==> src/rtl/core/arfp_pkg.sv <==
// Shared types and constants of the audio module reply-frame parser.
`default_nettype none

package arfp_pkg;

  // Fixed frame bytes.
  localparam logic [7:0] BYTE_HEADER  = 8'h7E;
  localparam logic [7:0] BYTE_VERSION = 8'hFF;
  localparam logic [7:0] BYTE_LENGTH  = 8'h06;
  localparam logic [7:0] BYTE_END     = 8'hEF;

  // Command codes of the reply frames.
  localparam logic [7:0] CMD_FINISHED_USB  = 8'h3C;
  localparam logic [7:0] CMD_FINISHED_CARD = 8'h3D;
  localparam logic [7:0] CMD_INSERTED      = 8'h3A;
  localparam logic [7:0] CMD_REMOVED       = 8'h3B;
  localparam logic [7:0] CMD_FEEDBACK_LO   = 8'h3E;
  localparam logic [7:0] CMD_ONLINE        = 8'h3F;
  localparam logic [7:0] CMD_ERROR         = 8'h40;
  localparam logic [7:0] CMD_ACK           = 8'h41;
  localparam logic [7:0] CMD_FEEDBACK_FIRST = 8'h42;
  localparam logic [7:0] CMD_FEEDBACK_GAP  = 8'h4A;
  localparam logic [7:0] CMD_FEEDBACK_LAST = 8'h4F;

  // Default depth of the queue between the front and back parts.
  localparam int unsigned FIFO_DEPTH = 2;

  // Event kinds reported on the result channel.
  typedef enum logic [3:0] {
    EV_FINISHED  = 4'd0,
    EV_USB_ON    = 4'd1,
    EV_CARD_ON   = 4'd2,
    EV_USB_IN    = 4'd3,
    EV_CARD_IN   = 4'd4,
    EV_USB_OUT   = 4'd5,
    EV_CARD_OUT  = 4'd6,
    EV_ERROR     = 4'd7,
    EV_FEEDBACK  = 4'd8,
    EV_ACK       = 4'd9,
    EV_BAD_FRAME = 4'd10
  } event_kind_e;

  // Byte positions within a frame.
  typedef enum logic [3:0] {
    POS_HEADER   = 4'd0,
    POS_VERSION  = 4'd1,
    POS_LENGTH   = 4'd2,
    POS_COMMAND  = 4'd3,
    POS_ACK      = 4'd4,
    POS_PARAM_HI = 4'd5,
    POS_PARAM_LO = 4'd6,
    POS_CSUM_HI  = 4'd7,
    POS_CSUM_LO  = 4'd8,
    POS_END      = 4'd9
  } frame_pos_e;

  // One judged frame as handed from the front part to the back part.
  typedef struct packed {
    logic        bad;
    logic [7:0]  cmd;
    logic [15:0] par;
  } frame_rec_t;

endpackage

`default_nettype wire

==> src/rtl/core/arfp_front.sv <==
// Front part: hunts for the header, checks each frame byte and the checksum.
`default_nettype none

module arfp_front (
  input  wire logic                 clk_i,
  input  wire logic                 rst_ni,
  input  wire logic                 rx_valid_i,
  output logic                      rx_stall_o,
  input  wire logic [7:0]           rx_byte_i,
  input  wire logic                 full_i,
  output logic                      push_o,
  output arfp_pkg::frame_rec_t      push_data_o
);
  import arfp_pkg::*;

  frame_pos_e  pos_q, pos_d;
  logic [10:0] sum_q, sum_d;
  logic [7:0]  cmd_q, cmd_d;
  logic [15:0] par_q, par_d;
  logic [15:0] csum_q, csum_d;
  logic        accept;
  logic [15:0] check;

  // A beat is taken whenever the queue has room for a possible record.
  assign rx_stall_o = full_i;
  assign accept     = rx_valid_i && !full_i;

  // The sum of bytes one to six plus the received checksum wraps to zero.
  assign check = 16'(sum_q) + csum_q;

  // Frame position register.
  always_ff @(posedge clk_i or negedge rst_ni) begin
    if (!rst_ni) begin
      pos_q <= POS_HEADER;
    end else begin
      pos_q <= pos_d;
    end
  end

  // Frame contents; these need no reset.
  always_ff @(posedge clk_i) begin
    sum_q  <= sum_d;
    cmd_q  <= cmd_d;
    par_q  <= par_d;
    csum_q <= csum_d;
  end

  // Next position, captured fields and the record pushed to the queue.
  always_comb begin
    pos_d       = pos_q;
    sum_d       = sum_q;
    cmd_d       = cmd_q;
    par_d       = par_q;
    csum_d      = csum_q;
    push_o      = 1'b0;
    push_data_o = '{bad: 1'b1, cmd: 8'h00, par: 16'h0000};
    if (accept) begin
      case (pos_q)
        POS_HEADER: begin
          sum_d = '0;
          if (rx_byte_i == BYTE_HEADER) begin
            pos_d = POS_VERSION;
          end
        end
        POS_VERSION: begin
          sum_d = sum_q + 11'(rx_byte_i);
          if (rx_byte_i != BYTE_VERSION) begin
            push_o = 1'b1;
            pos_d  = POS_HEADER;
          end else begin
            pos_d = POS_LENGTH;
          end
        end
        POS_LENGTH: begin
          sum_d = sum_q + 11'(rx_byte_i);
          if (rx_byte_i != BYTE_LENGTH) begin
            push_o = 1'b1;
            pos_d  = POS_HEADER;
          end else begin
            pos_d = POS_COMMAND;
          end
        end
        POS_COMMAND: begin
          sum_d = sum_q + 11'(rx_byte_i);
          cmd_d = rx_byte_i;
          pos_d = POS_ACK;
        end
        POS_ACK: begin
          sum_d = sum_q + 11'(rx_byte_i);
          pos_d = POS_PARAM_HI;
        end
        POS_PARAM_HI: begin
          sum_d        = sum_q + 11'(rx_byte_i);
          par_d[15:8]  = rx_byte_i;
          pos_d        = POS_PARAM_LO;
        end
        POS_PARAM_LO: begin
          sum_d       = sum_q + 11'(rx_byte_i);
          par_d[7:0]  = rx_byte_i;
          pos_d       = POS_CSUM_HI;
        end
        POS_CSUM_HI: begin
          csum_d[15:8] = rx_byte_i;
          pos_d        = POS_CSUM_LO;
        end
        POS_CSUM_LO: begin
          csum_d[7:0] = rx_byte_i;
          pos_d       = POS_END;
        end
        POS_END: begin
          push_o = 1'b1;
          pos_d  = POS_HEADER;
          push_data_o.bad = (rx_byte_i != BYTE_END) || (check != 16'h0000);
          push_data_o.cmd = cmd_q;
          push_data_o.par = par_q;
        end
        default: begin
          // A position past the end restarts the hunt and drops the byte.
          pos_d = POS_HEADER;
        end
      endcase
    end
  end

endmodule

`default_nettype wire

==> src/rtl/core/arfp_fifo.sv <==
// Short queue of judged frames between the front and back parts.
`default_nettype none

module arfp_fifo #(
  parameter int unsigned Depth = arfp_pkg::FIFO_DEPTH
) (
  input  wire logic                 clk_i,
  input  wire logic                 rst_ni,
  input  wire logic                 push_i,
  input  wire arfp_pkg::frame_rec_t push_data_i,
  output logic                      full_o,
  input  wire logic                 pop_i,
  output logic                      empty_o,
  output arfp_pkg::frame_rec_t      pop_data_o
);
  import arfp_pkg::*;

  localparam int unsigned PtrW = (Depth > 1) ? $clog2(Depth) : 1;
  localparam int unsigned CntW = $clog2(Depth + 1);

  frame_rec_t        mem_q [Depth];
  logic [PtrW-1:0]   wr_ptr_q, rd_ptr_q;
  logic [CntW-1:0]   cnt_q;

  assign full_o     = (cnt_q == CntW'(Depth));
  assign empty_o    = (cnt_q == '0);
  assign pop_data_o = mem_q[rd_ptr_q];

  // Pointers and fill count.
  always_ff @(posedge clk_i or negedge rst_ni) begin
    if (!rst_ni) begin
      wr_ptr_q <= '0;
      rd_ptr_q <= '0;
      cnt_q    <= '0;
    end else begin
      if (push_i) begin
        wr_ptr_q <= (wr_ptr_q == PtrW'(Depth - 1)) ? '0 : wr_ptr_q + 1'b1;
      end
      if (pop_i) begin
        rd_ptr_q <= (rd_ptr_q == PtrW'(Depth - 1)) ? '0 : rd_ptr_q + 1'b1;
      end
      if (push_i && !pop_i) begin
        cnt_q <= cnt_q + 1'b1;
      end else if (pop_i && !push_i) begin
        cnt_q <= cnt_q - 1'b1;
      end
    end
  end

  // Entry storage.
  always_ff @(posedge clk_i) begin
    if (push_i) begin
      mem_q[wr_ptr_q] <= push_data_i;
    end
  end

endmodule

`default_nettype wire

==> src/rtl/core/arfp_back.sv <==
// Back part: classifies judged frames by command and holds the result beat.
`default_nettype none

module arfp_back (
  input  wire logic                 clk_i,
  input  wire logic                 rst_ni,
  input  wire logic                 empty_i,
  input  wire arfp_pkg::frame_rec_t rec_i,
  output logic                      pop_o,
  output logic                      event_valid_o,
  input  wire logic                 event_stall_i,
  output logic [3:0]                event_kind_o,
  output logic [7:0]                event_command_o,
  output logic [15:0]               event_parameter_o
);
  import arfp_pkg::*;

  logic        valid_q, valid_d;
  event_kind_e kind_q, kind_d;
  logic [7:0]  cmd_q, cmd_d;
  logic [15:0] par_q, par_d;
  logic        out_free;
  logic        emit;
  event_kind_e kind;
  event_kind_e usb_kind, card_kind;
  logic        device;

  // The output register may load when empty or when its beat leaves now.
  assign out_free = !valid_q || !event_stall_i;
  assign pop_o    = !empty_i && out_free;

  // Command classification of the frame at the head of the queue.
  always_comb begin
    kind      = EV_BAD_FRAME;
    usb_kind  = EV_USB_ON;
    card_kind = EV_CARD_ON;
    device    = 1'b0;
    case (rec_i.cmd)
      CMD_FINISHED_USB, CMD_FINISHED_CARD: kind = EV_FINISHED;
      CMD_ONLINE: begin
        device    = 1'b1;
      end
      CMD_INSERTED: begin
        device    = 1'b1;
        usb_kind  = EV_USB_IN;
        card_kind = EV_CARD_IN;
      end
      CMD_REMOVED: begin
        device    = 1'b1;
        usb_kind  = EV_USB_OUT;
        card_kind = EV_CARD_OUT;
      end
      CMD_ERROR:       kind = EV_ERROR;
      CMD_ACK:         kind = EV_ACK;
      CMD_FEEDBACK_LO: kind = EV_FEEDBACK;
      default: begin
        // Feedback covers a range of codes with one hole in it.
        if (rec_i.cmd >= CMD_FEEDBACK_FIRST && rec_i.cmd <= CMD_FEEDBACK_LAST &&
            rec_i.cmd != CMD_FEEDBACK_GAP) begin
          kind = EV_FEEDBACK;
        end
      end
    endcase

    // Device events pick usb on bit 0, else card on bit 1, else nothing.
    emit = 1'b1;
    if (rec_i.bad) begin
      kind = EV_BAD_FRAME;
    end else if (device) begin
      if (rec_i.par[0]) begin
        kind = usb_kind;
      end else if (rec_i.par[1]) begin
        kind = card_kind;
      end else begin
        emit = 1'b0;
      end
    end
  end

  // Next contents of the output register.
  always_comb begin
    valid_d = valid_q;
    kind_d  = kind_q;
    cmd_d   = cmd_q;
    par_d   = par_q;
    if (out_free) begin
      valid_d = pop_o && emit;
      kind_d  = kind;
      if (kind == EV_BAD_FRAME) begin
        cmd_d = 8'h00;
        par_d = 16'h0000;
      end else begin
        cmd_d = rec_i.cmd;
        par_d = rec_i.par;
      end
    end
  end

  // Output valid flag.
  always_ff @(posedge clk_i or negedge rst_ni) begin
    if (!rst_ni) begin
      valid_q <= 1'b0;
    end else begin
      valid_q <= valid_d;
    end
  end

  // Output payload; it needs no reset.
  always_ff @(posedge clk_i) begin
    kind_q <= kind_d;
    cmd_q  <= cmd_d;
    par_q  <= par_d;
  end

  assign event_valid_o     = valid_q;
  assign event_kind_o      = 4'(kind_q);
  assign event_command_o   = cmd_q;
  assign event_parameter_o = par_q;

endmodule

`default_nettype wire

==> src/rtl/core/audio_module_reply_frame_parser.sv <==
// Top level of the audio module reply-frame parser.
//
//   Channel  Direction  Handshake                    Payload
//   rx       in         rx_valid_i / rx_stall_o      rx_byte_i
//   event    out        event_valid_o / event_stall_i
//                                                    event_kind_o, event_command_o,
//                                                    event_parameter_o
//
// A byte beat is taken every cycle while the frame queue has room.
// A result beat for the byte that ends or breaks a frame is built in order:
// the front part judges that byte and writes the queue when it accepts it,
// and the back part then loads the output register once that register is free.
// The output register loads whenever it is empty or its beat leaves, so the rate
// is one beat per cycle on both sides unless stalled; the queue depth sets how
// many results may wait while event_stall_i is high before rx_stall_o rises.
// Reset returns the parser to the header hunt and empties the queue and output.
`default_nettype none

module audio_module_reply_frame_parser #(
  parameter int unsigned FifoDepth = arfp_pkg::FIFO_DEPTH
) (
  input  wire logic        clk_i,
  input  wire logic        rst_ni,
  input  wire logic        rx_valid_i,
  output logic             rx_stall_o,
  input  wire logic [7:0]  rx_byte_i,
  output logic             event_valid_o,
  input  wire logic        event_stall_i,
  output logic [3:0]       event_kind_o,
  output logic [7:0]       event_command_o,
  output logic [15:0]      event_parameter_o
);
  import arfp_pkg::*;

  logic       push, pop, full, empty;
  frame_rec_t push_data, pop_data;

  // Byte checking and frame assembly.
  arfp_front u_front (
    .clk_i       (clk_i),
    .rst_ni      (rst_ni),
    .rx_valid_i  (rx_valid_i),
    .rx_stall_o  (rx_stall_o),
    .rx_byte_i   (rx_byte_i),
    .full_i      (full),
    .push_o      (push),
    .push_data_o (push_data)
  );

  // Queue of judged frames.
  arfp_fifo #(
    .Depth (FifoDepth)
  ) u_fifo (
    .clk_i       (clk_i),
    .rst_ni      (rst_ni),
    .push_i      (push),
    .push_data_i (push_data),
    .full_o      (full),
    .pop_i       (pop),
    .empty_o     (empty),
    .pop_data_o  (pop_data)
  );

  // Classification and result register.
  arfp_back u_back (
    .clk_i             (clk_i),
    .rst_ni            (rst_ni),
    .empty_i           (empty),
    .rec_i             (pop_data),
    .pop_o             (pop),
    .event_valid_o     (event_valid_o),
    .event_stall_i     (event_stall_i),
    .event_kind_o      (event_kind_o),
    .event_command_o   (event_command_o),
    .event_parameter_o (event_parameter_o)
  );

endmodule

`default_nettype wire

==> config.mk <==
export PLATFORM = sky130hd
export DESIGN_NAME = audio_module_reply_frame_parser
export DESIGN_NICKNAME = d
export VERILOG_FILES = /design/src/rtl/core/arfp_pkg.sv /design/src/rtl/core/arfp_front.sv /design/src/rtl/core/arfp_fifo.sv /design/src/rtl/core/arfp_back.sv /design/src/rtl/core/audio_module_reply_frame_parser.sv
export SDC_FILE = /design/constraint.sdc
export NUM_CORES = 1
export LEC_CHECK = 0
export BUFFER_PORTS_ARGS = -buffer_cell sky130_fd_sc_hd__buf_2
export CAP_MARGIN = 30
export CORE_ASPECT_RATIO = 1.75
export CORE_MARGIN = 2
export CORE_UTILIZATION = 40
export DETAILED_ROUTE_END_ITERATION = 12
export PLACE_DENSITY_LB_ADDON = 0.1
export SYNTH_ARGS = -nofsm -noshare
export SYNTH_HDL_FRONTEND = slang
export SYNTH_HIERARCHICAL = 1
export SYNTH_SLANG_ARGS = --single-unit
==> constraint.sdc <==
create_clock -name clk_i -period 3.7 [get_ports clk_i]
set_clock_uncertainty 0.15 [all_clocks]
set_input_delay 0.37 -clock clk_i [delete_from_list [all_inputs] [get_ports clk_i]]
set_output_delay 0.37 -clock clk_i [all_outputs]
set_load 0.05 [all_outputs]
# Word level (Yosys, flattened, before mapping)
# Memory sizes are Yosys's and may differ from the RTL's.
# Index checks and enable logic that the tools add are counted.
word_totals:
  mem_count: 1
  elab_cells: 108
  input_bits: 12
  out_inout_bits: 30
  ramBits: 50
  reg_bits: 88
memory_table:
  columns: ["memory", "words", "width", "rd", "rd_ports_with_merged_regs", "wr", "line", "source"]
  rows:
  - ["u_fifo.mem_q", 2, 25, 1, 0, 1, "arfp_fifo.sv:21", "frame_rec_t mem_q [Depth];"]
classes:
  mux: 30
  n_addsub: 6
  n_lt_le_gt_ge: 2
  eq_ne: 25
  reduce_logical: 30
op_table:
  columns: ["operator", "count"]
  rows:
  - ["25-bit 2-to-1 mux", 2]
  - ["8-bit by 6-bit == test with 1-bit output (second input constant)", 6]
  - ["4-bit case mux with 9 select lines", 1]
  - ["8-bit by 7-bit == test with 1-bit output (second input constant)", 3]
  - ["11-bit case mux with 2 select lines", 1]
  - ["4-bit 2-to-1 mux", 5]
  - ["4-bit case mux with 5 select lines", 1]
  - ["11-bit by 16-bit adder with 16-bit output", 1]
  - ["4-bit by 3-bit == test with 1-bit output (second input constant)", 4]
  - ["8-bit != test (second input constant)", 2]
  - ["16-bit nonzero test", 1]
  - ["2-bit AND reduction", 7]
  - ["4-bit == test (second input constant)", 3]
  - ["1-bit 2-to-1 mux", 12]
  - ["3-bit case mux with 2 select lines", 2]
  - ["11-bit by 8-bit adder with 11-bit output", 1]
  - ["2-bit 2-to-1 mux", 5]
  - ["4-bit by 2-bit == test with 1-bit output (second input constant)", 2]
  - ["8-bit by 7-bit >= comparator with 1-bit output (second input constant)", 1]
  - ["8-bit by 7-bit less-or-equal comparator with 1-bit output (second input constant)", 1]
  - ["8-bit by 3-bit != test with 1-bit output (second input constant)", 1]
  - ["8-bit by 7-bit != test with 1-bit output (second input constant)", 1]
  - ["1-bit logical AND", 7]
  - ["1-bit logical NOT", 6]
  - ["other kinds (14)", 17]

# Depth between registers and ports, before layout
# An unclocked memory read counts as a cell.
depth:
  depth_word: 11
  depth_mapped: 10
  mapped_depth_nobuf: 10

# Modules after synthesis
# The synthesis kept the hierarchy.
modules_own_cells:
  columns: ["module", "instances", "cells_per_inst", "seq_area_each_um2", "area_per_inst_um2"]
  rows:
  - ["arfp_front", 1, 285, 1631.6, 3120.5]
  - ["arfp_fifo", 1, 94, 1601.5, 2092.0]
  - ["arfp_back", 1, 120, 865.8, 1551.5]

# Worst setup path before layout
# Ideal clock, no wire load.
synth_timing:
  kind: "reg-to-reg"
  startpoint: "register u_front.pos_q[0]"
  endpoint: "memory u_fifo/mem_q[0][0] (netlist bit) (enable)"
  period_less_slack_ns: 2.990
  arrival_ns: 2.430
  required_time_ns: 3.140
  stages_incl_launch_ff: 5
  path_slack_ns: 0.710
  setup_ns: 0.410
  path_cell_list: "dfrtp_1 nand2b_1 o32a_1 nor3_1 nor2b_1"
synth_between:
  elab_chain_cells: 5
synth_rtl:
  columns: ["item", "line", "source"]
  rows:
  - ["start: declaration", "arfp_front.sv:16", "frame_pos_e pos_q, pos_d;"]
  - ["start signal: assignment", "arfp_front.sv:36", "pos_q <= pos_d;"]
  - ["4-bit == test, or another cell as far along", "arfp_front.sv:58", "case (pos_q)"]
  - ["1-bit case mux with 3 select lines *", "arfp_front.sv:58", null]
  - ["1-bit 2-to-1 mux *", "arfp_front.sv:57", "if (accept) begin"]
  - ["named net push", "audio_module_reply_frame_parser.sv:35", "logic push, pop, full, empty;"]
  - ["1-bit 2-to-1 mux *", "arfp_fifo.sv:52", "if (push_i) begin"]
  - ["1-bit 2-to-1 mux (implied by the code) *", "arfp_fifo.sv:53", "mem_q[wr_ptr_q] <= push_data_i;"]
  - ["end: declaration", "arfp_fifo.sv:21", null]
# Mark *: on every way through the listed nets, which the timed path passes. The rest lies on a longest branch.

==> impl_metrics.env <==
export IMPL_synth_seq_cells=138
export IMPL_ys_flop_type="edfxtp_1"
export IMPL_io_buffers=41
export IMPL_grt_pass1_vias=4127
export IMPL_initial_core_util_pct=40.94
export IMPL_ff2ff_setup_slack_ns=0.41
export IMPL_grt_max_degree=28
export IMPL_drc=0
export IMPL_design_area_sq_mm=0.007794
export IMPL_crit_reg2reg_launch="u_front/sum_q[0]$_SDFFCE_PN0P_"
export IMPL_fin_crit_sh_pct=88.98
export IMPL_outcome="finished, final reports clean"
export IMPL_setup_violations=0
export IMPL_rows=62
export IMPL_fmax_mhz=303.7
export IMPL_internal_power_mw=3.859
export IMPL_maxCapViolations=0
export IMPL_post_place_ws_ns=0.4335
export IMPL_cp_arrival_ns=3.27
export IMPL_cp_buffers_inverters=0
export IMPL_final_layout_size_suffix_gt1_share_pct=25.49
export IMPL_synth_top_family_by_area="simple AND/OR/NAND/NOR gates"
export IMPL_syn_inst=499
export IMPL_slew_violations=0
export IMPL_synth_nets=533
export IMPL_cts_sinks=138
export IMPL_worst_path_dominant_cell_family="compound AO/OA/AOI/OAI gates"
export IMPL_diodes=0
export IMPL_die_x_microns=102.3
export IMPL_first_iter_violations=121
export IMPL_path_depth=9
export IMPL_clockBufferDepth=2
export IMPL_cts_buffers=17
export IMPL_dr_pass1_iters=5
export IMPL_p_switching_mw=2.047
export IMPL_yosys_area_share_adder_pct=4.292
export IMPL_routed_via_density=5.083
export IMPL_synth_area_mux_share_pct=5.531
export IMPL_synth_edf_count=129
export IMPL_worstSetupPathType="register to register"
export IMPL_crit_end="u_fifo/mem_q[0][24]$_DFFE_PP_"
export IMPL_postLayoutCoreUtil_pct=47.17
export IMPL_irDropWorstVdd_v=0.0004111
export IMPL_root_buffer="clkbuf_16"
export IMPL_ys_seq_area_share_pct=60.60
export IMPL_n_fill_cell=1481
export IMPL_r2r_end="u_fifo/mem_q[0][24]$_DFFE_PP_"
export IMPL_wirelength_microns=12940
export IMPL_numPlacedInstances=752
export IMPL_crit_chain="ha_1 -> fa_1 -> a211oi_1 -> nor2_2 -> o22a_2 -> mux2i_1 -> or4b_1 -> a311oi_1 -> o211ai_1"
export IMPL_worst_path_max_delay_cell="fa_1"
export IMPL_total_power_mw=5.905
export IMPL_insertion_delay_ns=0.41
export IMPL_yosysWarningCount=6
export IMPL_power_clock_fraction_pct=29.2
export IMPL_seqPwrFrac_pct=37.0
export IMPL_path_max_fanout=3
export IMPL_synth_area_per_cell_sq_um=13.56
export IMPL_vias=3990
export IMPL_cts_resized=0
export IMPL_gp_congestion=0.8664
export IMPL_hp_class="input pin to register"
export IMPL_fin_setup_tns_ns=0
export IMPL_ys_types=71
export IMPL_grt_setup_unrepaired="false"
export IMPL_combPwrFrac_pct=33.7
export IMPL_final_nets=582
export IMPL_wl_per_cell_microns=16.48
export IMPL_p_per_area_mw_per_mm2=757.7
export IMPL_crit_start="u_front/sum_q[0]$_SDFFCE_PN0P_"
export IMPL_hold_viol_final=0
export IMPL_slowest_delay_ns=0.44
export IMPL_start_kind="register"
export IMPL_p_leak_nw=2.863
export IMPL_htreeDepth=4
export IMPL_core_area_sq_mm=0.01652
export IMPL_whs_ns=0.1523
export IMPL_cts_tree="done"
export IMPL_synth_compound_area_share_pct=10.84
export IMPL_die_area_sq_mm=0.01801
export IMPL_synthSimpleGateAreaFrac_pct=13.47
export IMPL_die_h_microns=176.0
export IMPL_area_growth_pct=15.22
export IMPL_switching_share_pct=34.66
export IMPL_place_area_sq_mm=0.007183
export IMPL_finalCriticalPeriod_ns=3.292
export IMPL_async_reset_ff_share_pct=6.522
export IMPL_setup_ws_ns=0.4076
export IMPL_reg2reg_depth=9
export IMPL_synth_area_sq_mm=0.006764
export IMPL_hpwl_microns=9413
export IMPL_max_slew_margin_pct=39.76
export IMPL_io_pins=42
export IMPL_overflow=0
export IMPL_fin_cells=785
export IMPL_synth_xor_area_share_pct=2.072
export IMPL_grt_pass1_wl_microns=21560
export IMPL_cts_clk_slew_worst_paths_ns=0.06
export IMPL_antenna_left=0
export IMPL_worstPathRequired_ns=3.68
export IMPL_setup_worst_path_end_class="register"
export IMPL_grtUsageTotal_pct=15.81
export IMPL_antenna_found_initial=0
export IMPL_worst_pin_slew_ns=0.8993
-- registers in the layout (all words and copies together), names as in the netlist --
signal,cells
u_front/sum_q,11
u_back/event_valid_o,1
u_front/csum_q,16
u_back/event_parameter_o,16
u_back/event_command_o,8
u_front/par_q,16
u_fifo/mem_q,50
u_front/cmd_q,8
u_fifo/rd_ptr_q,1
u_fifo/cnt_q,2
u_back/event_kind_o,4
u_fifo/wr_ptr_q,1
u_front/pos_q,4
-- per-layer routing --
metal | GRT usage (%) | wire length (microns) | up-vias
li1 | - | - | 1966
met1 | 16.15 | 4681 | 1915
met2 | 29.96 | 7509 | 82
met3 | 2.890 | 327 | 27
met4 | 7.500 | 416 | 0
met5 | 0 | 0 | -
-- layout by cell type, fill, tap and decap left out, types with 4 or more instances in the layout --
cell type	netlist	routed
xor2_1	8	8
nor2_1	30	30
nor4b_1	4	4
o21ai_0	13	13
nor2b_1	8	7
edfxtp_1	129	129
dfrtp_1	9	9
nand3_1	6	6
ha_1	20	20
buf_4	1	8
o21ai_1	5	5
and3_1	4	4
a21oi_1	18	18
a21o_1	5	5
a21oi_2	20	20
nand2b_1	25	25
mux2_4	19	19
clkbuf_16	0	17
nor3_1	15	15
or2_2	4	4
buf_2	2	41
and2_1	25	25
mux2_2	7	7
a211oi_1	7	7
xnor2_1	8	8
inv_1	14	14
nand2_1	17	17
-- synthesized netlist by cell type, types with 4 or more instances --
cell | number | area (sq um)
a211oi_1 | 7 | 52.55
a21o_1 | 5 | 37.54
a21oi_1 | 18 | 90.09
a21oi_2 | 20 | 175.2
and2_1 | 25 | 156.4
and3_1 | 4 | 25.02
buf_6 | 5 | 56.30
clkbuf_1 | 10 | 37.54
dfrtp_1 | 9 | 225.2
edfxtp_1 | 129 | 3874
ha_1 | 20 | 250.2
inv_1 | 14 | 52.55
mux2_2 | 7 | 78.83
mux2_4 | 19 | 285.3
nand2_1 | 17 | 63.81
nand2b_1 | 25 | 156.4
nand3_1 | 6 | 30.03
nor2_1 | 30 | 112.6
nor2b_1 | 8 | 50.05
nor3_1 | 15 | 75.07
nor4b_1 | 4 | 35.03
o21ai_0 | 13 | 65.06
o21ai_1 | 5 | 25.02
or2_2 | 4 | 25.02
xnor2_1 | 8 | 70.07
xor2_1 | 8 | 70.07
-- what timing repair did --
item / in CTS / in global routing
hold buffers: 1 / 0
buffers inserted: 0 / 0
hold endpoints to repair: 9 / 0
-- final cells by class --
cell class	count	area (sq um)	share of cell area [%]
flip-flops and latches	138	4099	52.59
multi-input cells	325	2455	31.50
clock buffers	17	425.4	5.458
repair buffers	51	302.8	3.885
well taps	224	280.3	3.596
clock inverters	15	175.2	2.248
inverters	15	56.30	0.7224
-- power groups by stage --
stage	combinational (mW)	clock [mW]	sequential, mW
2_1_floorplan	1.49	0	2.35
3_3_place_gp	1.95	0	2.22
3_5_place_dp	2.00	0	2.22
4_1_cts	2.01	1.77	2.19
5_1_grt	2.22	1.83	2.22
6_report	1.99	1.73	2.19
-- logic make-up after synthesis --
family	after synthesis
and+or+nand+nor	160
AOI/OAI and AO/OA	99
other	1
xor gates and xnor gates	16
adders and majority gates	22
buffers and inverters	36
DFF	138
muxes	27
-- how the worst min path moves through the flow --
stage	startpoint	end	slack, ns	cells past startpoint
after floorplan	rst_ni	u_back/event_valid_o$_DFFE_PN0N_	-0.08	0
after global placement	rst_ni	u_front/pos_q[2]$_DFFE_PN0P_	0.08	1
after detailed placement	rst_ni	u_front/pos_q[2]$_DFFE_PN0P_	0.09	1
after CTS	event_stall_i	u_fifo/rd_ptr_q$_DFFE_PN0P_	0.14	3
after global routing	rx_byte_i[2]	u_front/par_q[2]$_DFFE_PP_	0.15	1
final	event_stall_i	u_fifo/rd_ptr_q$_DFFE_PN0P_	0.15	3
-- worst reg2reg max path: stages, from the launching register on --
cell	delay, ns
edfxtp_1	0.40
ha_1	0.26
fa_1	0.44
a211oi_1	0.39
nor2_2	0.10
o22a_2	0.22
mux2i_1	0.14
or4b_1	0.43
a311oi_1	0.29
o211ai_1	0.17
Note: power is estimated with default switching activity, not from simulation.
